### config.mk
export PLATFORM = sky130hd
export DESIGN_NAME = additive_hash_bucket_aggregator_top
export DESIGN_NICKNAME = d
export VERILOG_FILES = /design/src/hdl/ahba_pkg.sv /design/src/hdl/ahba_ram.sv /design/src/hdl/additive_hash_bucket_aggregator_top.sv
export SDC_FILE = /design/constraint.sdc
export NUM_CORES = 1
export LEC_CHECK = 0
export ABC_AREA = 1
export BUFFER_PORTS_ARGS = -buffer_cell sky130_fd_sc_hd__buf_2
export CORE_ASPECT_RATIO = 1.1
export CORE_MARGIN = 2
export CORE_UTILIZATION = 30
export DETAILED_ROUTE_END_ITERATION = 6
export PLACE_DENSITY = 0.5
export RECOVER_POWER = 100
export SLEW_MARGIN = 20
export SYNTH_ARGS = -nofsm -noshare
export SYNTH_HDL_FRONTEND = slang
export SYNTH_SLANG_ARGS = --single-unit
export TNS_END_PERCENT = 1
### constraint.sdc
create_clock -name clk_i -period 5.2 [get_ports clk_i]
set_input_delay 1.56 -clock clk_i [delete_from_list [all_inputs] [get_ports clk_i]]
set_output_delay 1.56 -clock clk_i [all_outputs]
set_load 0.005 [all_outputs]
### src/hdl/ahba_pkg.sv
// Package with the shared types and constants of the additive hash bucket aggregator.
`default_nettype none
package ahba_pkg;

  localparam int unsigned BUCKETS     = 16;
  localparam int unsigned BIDX_W      = (BUCKETS > 1) ? $clog2(BUCKETS) : 1;
  localparam int unsigned RESIDUE_MOD = 101;
  localparam int unsigned RES_W       = 7;
  localparam int unsigned SUM_W       = 32;
  localparam int unsigned CNT_W       = 16;
  localparam int unsigned SPEED_W     = 16;
  localparam int unsigned BYTE_W      = 8;
  localparam int unsigned SEL_W       = 7;
  localparam int unsigned IN_DATA_W   = 32;
  localparam int unsigned OUT_DATA_W  = 56;

  typedef enum logic {
    OP_KEY_BYTE = 1'b0,
    OP_QUERY    = 1'b1
  } op_e;

  typedef enum logic {
    KIND_ACK    = 1'b0,
    KIND_ANSWER = 1'b1
  } kind_e;

  typedef enum logic {
    ST_IDLE,
    ST_UPDATE
  } state_e;

  typedef struct packed {
    logic [CNT_W-1:0] count;
    logic [SUM_W-1:0] sum;
  } bucket_entry_t;

  localparam int unsigned ENTRY_W = $bits(bucket_entry_t);

  // Adds one byte to a residue below the modulus; the sum stays below four moduli.
  function automatic logic [RES_W-1:0] residue_add(input logic [RES_W-1:0] res,
                                                   input logic [BYTE_W-1:0] b);
    logic [BYTE_W:0] s;
    logic [BYTE_W:0] r;
    s = {2'b00, res} + {1'b0, b};
    if (s >= (BYTE_W+1)'(3 * RESIDUE_MOD)) begin
      r = s - (BYTE_W+1)'(3 * RESIDUE_MOD);
    end else if (s >= (BYTE_W+1)'(2 * RESIDUE_MOD)) begin
      r = s - (BYTE_W+1)'(2 * RESIDUE_MOD);
    end else if (s >= (BYTE_W+1)'(RESIDUE_MOD)) begin
      r = s - (BYTE_W+1)'(RESIDUE_MOD);
    end else begin
      r = s;
    end
    return r[RES_W-1:0];
  endfunction

endpackage
`default_nettype wire

### src/hdl/ahba_ram.sv
// Generic single-port-write, single-port-read RAM with registered read data.
`default_nettype none
module ahba_ram #(
  parameter int unsigned WIDTH = 8,
  parameter int unsigned DEPTH = 16
) (
  input  wire logic                                    clk_i,
  input  wire logic                                    we_i,
  input  wire logic [((DEPTH > 1) ? $clog2(DEPTH) : 1)-1:0] waddr_i,
  input  wire logic [WIDTH-1:0]                        wdata_i,
  input  wire logic [((DEPTH > 1) ? $clog2(DEPTH) : 1)-1:0] raddr_i,
  output logic      [WIDTH-1:0]                        rdata_o
);

  logic [WIDTH-1:0] mem_q [DEPTH];

  always_ff @(posedge clk_i) begin
    if (we_i) begin
      mem_q[waddr_i] <= wdata_i;
    end
    rdata_o <= mem_q[raddr_i];
  end

endmodule
`default_nettype wire

### src/hdl/additive_hash_bucket_aggregator_top.sv
// Top level of the additive hash bucket aggregator: key hashing and bucket update.
// A key byte that is not the last one only moves the running residue (byte sum
// mod 101). A last key byte or a query passes the idle and update states: the
// bucket memory is read in the idle state and, for an add, written back in the
// update state, and no new item is taken while one is in the update state. The
// input side stays ready while a finished result waits in the output register; an
// item whose result finds the output register still full waits in the update state.
// The bucket memory is cleared at reset through per-entry valid bits, so no clearing
// pass is needed. Results carry the bucket's sum and count after the update (adds) or
// as stored (queries); a query of a bucket beyond the bucket count answers zero.
`default_nettype none
module additive_hash_bucket_aggregator_top
  import ahba_pkg::*;
(
  input  wire logic                  clk_i,
  input  wire logic                  rst_ni,
  input  wire logic                  s_axis_tvalid,
  output logic                       s_axis_tready,
  // tdata: key_byte [7:0], speed_value [23:8], bucket_select [30:24], zero [31]
  input  wire logic [IN_DATA_W-1:0]  s_axis_tdata,
  // tuser: operation
  input  wire logic                  s_axis_tuser,
  input  wire logic                  s_axis_tlast,
  output logic                       m_axis_tvalid,
  input  wire logic                  m_axis_tready,
  // tdata: bucket_index [6:0], total_speed [38:7], item_count [54:39], zero [55]
  output logic [OUT_DATA_W-1:0]      m_axis_tdata,
  // tuser: answer_kind
  output logic                       m_axis_tuser
);

  logic [BYTE_W-1:0]  key_byte;
  logic [SPEED_W-1:0] speed_value;
  logic [SEL_W-1:0]   bucket_select;
  op_e                operation;

  assign key_byte      = s_axis_tdata[BYTE_W-1:0];
  assign speed_value   = s_axis_tdata[BYTE_W +: SPEED_W];
  assign bucket_select = s_axis_tdata[BYTE_W+SPEED_W +: SEL_W];
  assign operation     = op_e'(s_axis_tuser);

  state_e state_q, state_d;

  logic [RES_W-1:0]   residue_q, residue_d;
  logic [BUCKETS-1:0] valid_q, valid_d;
  logic               out_valid_q, out_valid_d;

  kind_e              kind_q;
  logic [SEL_W-1:0]   bidx_q;
  logic [BIDX_W-1:0]  addr_q;
  logic               in_range_q;
  logic [SPEED_W-1:0] speed_q;

  kind_e              out_kind_q;
  logic [SEL_W-1:0]   out_bidx_q;
  logic [SUM_W-1:0]   out_sum_q;
  logic [CNT_W-1:0]   out_cnt_q;

  logic               accept;
  logic               needs_bucket;
  logic [RES_W-1:0]   res_new;
  logic [SEL_W-1:0]   hash_idx;
  logic [BIDX_W-1:0]  raddr;
  logic [SEL_W-1:0]   bidx_new;
  logic               in_range_new;

  bucket_entry_t      rd_entry;
  bucket_entry_t      cur_entry;
  bucket_entry_t      upd_entry;
  logic [SUM_W:0]     sum_wide;
  logic               out_free;
  logic               finish;
  logic               ram_we;

  assign s_axis_tready = (state_q == ST_IDLE);
  assign accept        = s_axis_tvalid && s_axis_tready;

  assign res_new      = residue_add(residue_q, key_byte);
  assign hash_idx     = SEL_W'(res_new % BUCKETS);
  assign needs_bucket = (operation == OP_QUERY) || s_axis_tlast;
  assign bidx_new     = (operation == OP_QUERY) ? bucket_select : hash_idx;
  assign in_range_new = (operation == OP_QUERY) ? (bucket_select < SEL_W'(BUCKETS)) : 1'b1;
  // While a result waits, the held address keeps the read data valid.
  assign raddr        = (state_q == ST_UPDATE) ? addr_q : bidx_new[BIDX_W-1:0];

  ahba_ram #(
    .WIDTH (ENTRY_W),
    .DEPTH (BUCKETS)
  ) u_bucket_ram (
    .clk_i   (clk_i),
    .we_i    (ram_we),
    .waddr_i (addr_q),
    .wdata_i (upd_entry),
    .raddr_i (raddr),
    .rdata_o (rd_entry)
  );

  // An entry never written since reset reads as zero.
  assign cur_entry = valid_q[addr_q] ? rd_entry : '0;

  always_comb begin
    sum_wide = {1'b0, cur_entry.sum} + {{(SUM_W+1-SPEED_W){1'b0}}, speed_q};
    upd_entry.sum   = sum_wide[SUM_W] ? {SUM_W{1'b1}} : sum_wide[SUM_W-1:0];
    upd_entry.count = (cur_entry.count == {CNT_W{1'b1}}) ? cur_entry.count
                                                         : cur_entry.count + CNT_W'(1);
  end

  assign out_free = !out_valid_q || m_axis_tready;
  assign finish   = (state_q == ST_UPDATE) && out_free;
  assign ram_we   = finish && (kind_q == KIND_ACK);

  always_comb begin
    state_d     = state_q;
    residue_d   = residue_q;
    valid_d     = valid_q;
    out_valid_d = out_valid_q;
    if (out_valid_q && m_axis_tready) begin
      out_valid_d = 1'b0;
    end
    unique case (state_q)
      ST_IDLE: begin
        if (accept && (operation == OP_KEY_BYTE)) begin
          residue_d = s_axis_tlast ? '0 : res_new;
        end
        if (accept && needs_bucket) begin
          state_d = ST_UPDATE;
        end
      end
      ST_UPDATE: begin
        if (out_free) begin
          out_valid_d = 1'b1;
          state_d     = ST_IDLE;
          if (kind_q == KIND_ACK) begin
            valid_d[addr_q] = 1'b1;
          end
        end
      end
      default: begin
        state_d = ST_IDLE;
      end
    endcase
  end

  always_ff @(posedge clk_i or negedge rst_ni) begin
    if (!rst_ni) begin
      state_q     <= ST_IDLE;
      residue_q   <= '0;
      valid_q     <= '0;
      out_valid_q <= 1'b0;
    end else begin
      state_q     <= state_d;
      residue_q   <= residue_d;
      valid_q     <= valid_d;
      out_valid_q <= out_valid_d;
    end
  end

  always_ff @(posedge clk_i) begin
    if (accept && needs_bucket) begin
      kind_q     <= (operation == OP_QUERY) ? KIND_ANSWER : KIND_ACK;
      bidx_q     <= bidx_new;
      addr_q     <= raddr;
      in_range_q <= in_range_new;
      speed_q    <= speed_value;
    end
    if (finish) begin
      out_kind_q <= kind_q;
      out_bidx_q <= bidx_q;
      if (kind_q == KIND_ACK) begin
        out_sum_q <= upd_entry.sum;
        out_cnt_q <= upd_entry.count;
      end else if (in_range_q) begin
        out_sum_q <= cur_entry.sum;
        out_cnt_q <= cur_entry.count;
      end else begin
        out_sum_q <= '0;
        out_cnt_q <= '0;
      end
    end
  end

  assign m_axis_tvalid = out_valid_q;
  assign m_axis_tuser  = out_kind_q;
  assign m_axis_tdata  = {1'b0, out_cnt_q, out_sum_q, out_bidx_q};

endmodule
`default_nettype wire

# Word level (Yosys, flattened, before mapping)
# Memory sizes are Yosys's and may differ from the RTL's. A register that Yosys moved wholly into a read port is not among the register bits.
# Index checks and enable logic that the tools add are counted.
[totals]
output_inout_bits = 59
wordCells = 70
ff_bits = 110
inputBits = 38
romBits = 0
mem_bits_rw = 768
n_memories = 1
latch_bits = 0
[mem_list]
columns = ["name", "words", "width", "read_ports", "rd_ports_with_merged_regs", "wr", "line_no", "text"]
rows = [
  ["u_bucket_ram.mem_q", 16, 48, 1, 1, 1, "ahba_ram.sv:15", "logic [WIDTH-1:0] mem_q [DEPTH];"],
]
[classes]
div = 0
magnitude_cmp = 6
n_reduce_logical = 12
n_bitwise = 4
shift = 0
mux = 26
add_sub_neg = 6
n_mul = 0
eq_ne = 1
[ops]
columns = ["cell", "n"]
rows = [
  ["$mux 32", 3],
  ["$mux 16", 3],
  ["$mux 48", 1],
  ["$add 32x16->33", 1],
  ["$mux 7", 4],
  ["$add 16x1->16 const B", 1],
  ["$eq 16x16->1 const B", 1],
  ["$or 16x16->16", 1],
  ["$sub 7x7->7 const B", 2],
  ["$mux 1", 10],
  ["$add 7x8->9", 1],
  ["$ge 9x7->1 const B", 1],
  ["$ge 9x8->1 const B", 1],
  ["$ge 9x9->1 const B", 1],
  ["$mux 4", 2],
  ["$logic_and 1x1->1", 7],
  ["$lt 7x5->1 const B", 1],
  ["$sub 7x6->7 const B", 1],
  ["$lt 4x5->1 const B", 1],
  ["$bmux 1 s4", 1],
  ["$demux 1 s4", 1],
  ["$ge 4x1->1 const B", 1],
  ["$not 1->1", 3],
  ["$reduce_and 3->1", 1],
  ["other kinds (4)", 5],
]

# Depth between registers and ports, before layout
[logic_depth]
depth_word = 7
depth_mapped = 33
mapped_depth_nobuf = 30

# Hierarchy
# A second synthesis with hierarchy kept.
[unflattened]
cells_unflattened = 4223
hier_area_um2 = 42025.3
[by_module_without_submodules]
columns = ["mod", "area_each_um2", "n_inst", "cells_each", "seq_area_each_um2"]
rows = [
  ["ahba_ram", 33988.8, 1, 3165, 24023.0],
  ["additive_hash_bucket_aggregator_top", 8036.5, 1, 1058, 3178.0],
]

# Worst setup path before layout
# OpenSTA, ideal clock, no wires.
[synth_path]
kind = "input -> register"
startpoint = "input m_axis_tready"
endpoint = "memory u_bucket_ram.mem_q[10][0] (netlist bit) (enable)"
setup_ps = 454
arrival_ps = 4280
stages = 6
slack_ps = 466
required_time_ps = 4746
path_cell_list = "inv_1 > nand2_1 > inv_1 > nor3_1 > nand3_1 > nor2_1"
[synth_between]
elab_chain_len = 5
[synth_lines]
columns = ["element", "line_no", "text"]
rows = [
  ["start: declaration", "additive_hash_bucket_aggregator_top.sv:25", "input wire logic m_axis_tready,"],
  ["$logic_or 1x1->1", "additive_hash_bucket_aggregator_top.sv:108", "assign out_free = !out_valid_q || m_axis_tready;"],
  ["$logic_and 1x1->1", "additive_hash_bucket_aggregator_top.sv:109", "assign finish = (state_q == ST_UPDATE) && out_free;"],
  ["$logic_and 1x1->1", "additive_hash_bucket_aggregator_top.sv:110", "assign ram_we = finish && (kind_q == KIND_ACK);"],
  ["$mux 1", "ahba_ram.sv:18", "if (we_i) begin"],
  ["$mux 1 (implied by the code)", "ahba_ram.sv:19", "mem_q[waddr_i] <= wdata_i;"],
  ["end: declaration", "ahba_ram.sv:15", ""],
]
# Every way passes these cells.

# Worst setup path after layout
[layout_path]
startpoint = "input m_axis_tready"
endpoint = "memory u_bucket_ram.mem_q[0][25] (netlist bit) (enable)"
# Same word-level chain as after synthesis.

==> impl_metrics.tcl <==
set metrics [dict create \
    antenna_found_initial 2 \
    slew_viol_final 627 \
    cp.required_ns 5.47 \
    tritoncts "built" \
    start_util 0.302 \
    gp_congestion 0.806 \
    final.min_clock_period_ns 4.87 \
    h-tree-depth 3 \
    grtUsageMet1 0.220 \
    vias 28800 \
    hp-class "reg -> reg" \
    nNetsFinal 4287 \
    synth_top_family_by_area "simple AND/OR/NAND/NOR gates" \
    p_leak_nw 20.2 \
    synthAdderAreaFrac 0.0105 \
    avgSynthCellArea_um2 10.4 \
    slew_headroom -0.829 \
    total_power_mw 28.1 \
    arrival_ns 5.14 \
    clk_pin_slew_ns 0.06 \
    synthMuxAreaShare 0 \
    violations "capacitance limit, slew limit" \
    clockRootBuffer "clkbuf_16" \
    synth_area_leaders "edfxtp_1 (61%), nand3_1 (11%), inv_1 (6.3%)" \
    ys_types 48 \
    met3_usage 0.0165 \
    ff2ff_setup_slack_ns 0.46 \
    start_kind "primary input" \
    worstSkewPairLatency_ns 0.69 \
    hold_path_depth 0 \
    r2r_start "addr_q[0]" \
    period_share 0.936 \
    die-height_um 395 \
    synth_top_area_share 0.613 \
    hpwl_um 69500 \
    syn_nets 4085 \
    clkSinkCount 926 \
    wl_per_cell_um 19.4 \
    die_x_um 360 \
    grt_pass1_wl_um 177000 \
    drv_cap 21 \
    avgViaCountPerCell 4.71 \
    synth_most_common_cell "nand3_1" \
    yosys.area_share.simple 0.225 \
    drive_gt1_frac 0.107 \
    synthCells 4013 \
    crit_start "m_axis_tready" \
    synth_edf_count 853 \
    crit_fanout 13 \
    track_usage 0.164 \
    finalHoldViolCount 0 \
    synth_common_cells "nand3_1 (931), edfxtp_1 (853), inv_1 (704)" \
    pwr_density_cell_nw_per_um2 574 \
    drcViolationCount 0 \
    grt_busiest_layer "met2" \
    rsz0062_at_grt "no" \
    worstSetupPathType "in -> reg" \
    io_pins 97 \
    numCtsBuffers 96 \
    dp_cells 5929 \
    status "finished, violations left" \
    async_flop_share 0.0270 \
    fin_skew_ns 0.0366 \
    met2_usage 0.280 \
    drtIter0Drc 2165 \
    clock.fmax_ghz 0.205 \
    yosysTopAreaCell "edfxtp_1" \
    antenna_left 0 \
    fin_setup_tns_ns 0 \
    core_area_um2 138000 \
    dr.pass1.iters 5 \
    grt_max_degree 153 \
    die-area_um2 142000 \
    synth_compound_area_frac 0.0188 \
    portBuffers 94 \
    finalSetupViolations 0 \
    grt_pass1_vias 27900 \
    reg2regPathDepth 29 \
    crit_path_end_kind "flop" \
    grt-ovfl-total 0 \
    syn-cell-area_um2 41800 \
    design_area_um2 49000 \
    dpl-instance-area_um2 46300 \
    ys.flop_type "edfxtp_1" \
    synth_seq_area_share 0.651 \
    area_delta_synth_final_pct 17.2 \
    fin_cells 6109 \
    clock_path_buffers 3 \
    tightestPinTransition_ns 2.73 \
    yosysWarnings 0 \
    worstHoldStart "bidx_q[4]" \
    dpl_worst_slack_ns -0.0587 \
    vdd_drop_max_v 0.000302 \
    num_rows 143 \
    synth_seq_cells 926 \
    synthXorXnorAreaFrac 0.00545 \
    routed_wirelength_um 118000 \
    final.setup.worst_slack_ns 0.331 \
]
[per-stage QoR]
stage / utilization / hold WS [ns]
floorplan: - / 0.400
global placement: 0.335 / 0.404
detailed placement: 0.335 / 0.405
CTS: 0.358 / 0.419
global route: 0.354 / 0.423
finish: 0.354 / 0.419
[final timing paths]
path	endpoint
max	u_bucket_ram.mem_q[0][25]
min reg2reg	out_bidx_q[4]
min	out_bidx_q[4]
max reg2reg	out_sum_q[23]
min in group asynchronous	residue_q[6]
max in group asynchronous	valid_q[2]
[worst max-delay path, cell delays in order]
cell,delay [ns]
buf_2,0.07
inv_1,0.03
nand2_1,0.13
inv_1,0.10
nor3_1,0.41
nand2_1,0.31
nor2_1,1.31
clkbuf_1,1.18
[flip-flops by register name (all words and copies together) (netlist names), 4 cells and up]
name,cells
addr_q,4
bidx_q,7
out_bidx_q,7
out_cnt_q,16
out_sum_q,32
residue_q,7
speed_q,16
u_bucket_ram.mem_q,768
u_bucket_ram.rdata_o,48
valid_q,16
[routing by layer]
layer  vias to the layer above  part of all wire
met5                         -                 0
li1                      13900                 -
met3                       177             0.041
met2                       662              0.49
met4                         0             0.024
met1                     14000              0.45
[cells by family (layout without fill, tap and decap cells)]
kind of cell	Yosys count	count (layout)
compound gates	139	139
simple gates	1960	1960
buf+inv	927	1210
other cells	1	2
xor+xnor	26	26
fa+ha+maj	34	34
flops	926	926
[placed cells by master, fill, tap and decap left out, types with 60 or more instances in the layout]
cell and instances:
buf_4 96, nand3b_1 193, clkbuf_16 99, edfxtp_1 853
o21ai_0 82, clkbuf_1 75, inv_1 702, nand2_1 699
nand3_1 932, buf_2 60, nor2_1 70
[layout make-up]
class,instances,area [um2]
antenna,1,2.50
clock buffer,121,2640
clock inverter,58,524
fill,13900,89200
inverter,707,2660
multi-input combinational,2160,11000
sequential,926,27200
tap,1812,2270
timing repair buffer,324,2710
[power breakdown]
group / internal (mW) / switching [mW]
Sequential: 10.0 / 0.221
Combinational: 3.73 / 7.21
Clock: 4.04 / 2.92
Total: 17.8 / 10.4
[repair_timing]
| action | 4_1_cts | 5_1_grt |
|---|---|---|
| setup endpoints to repair | 0 | 496 |
| setup buffers | 0 | 0 |
| hold buffers | 0 | 0 |
| gates resized for setup | 0 | 12 |
(Power assumes the default switching activity.)
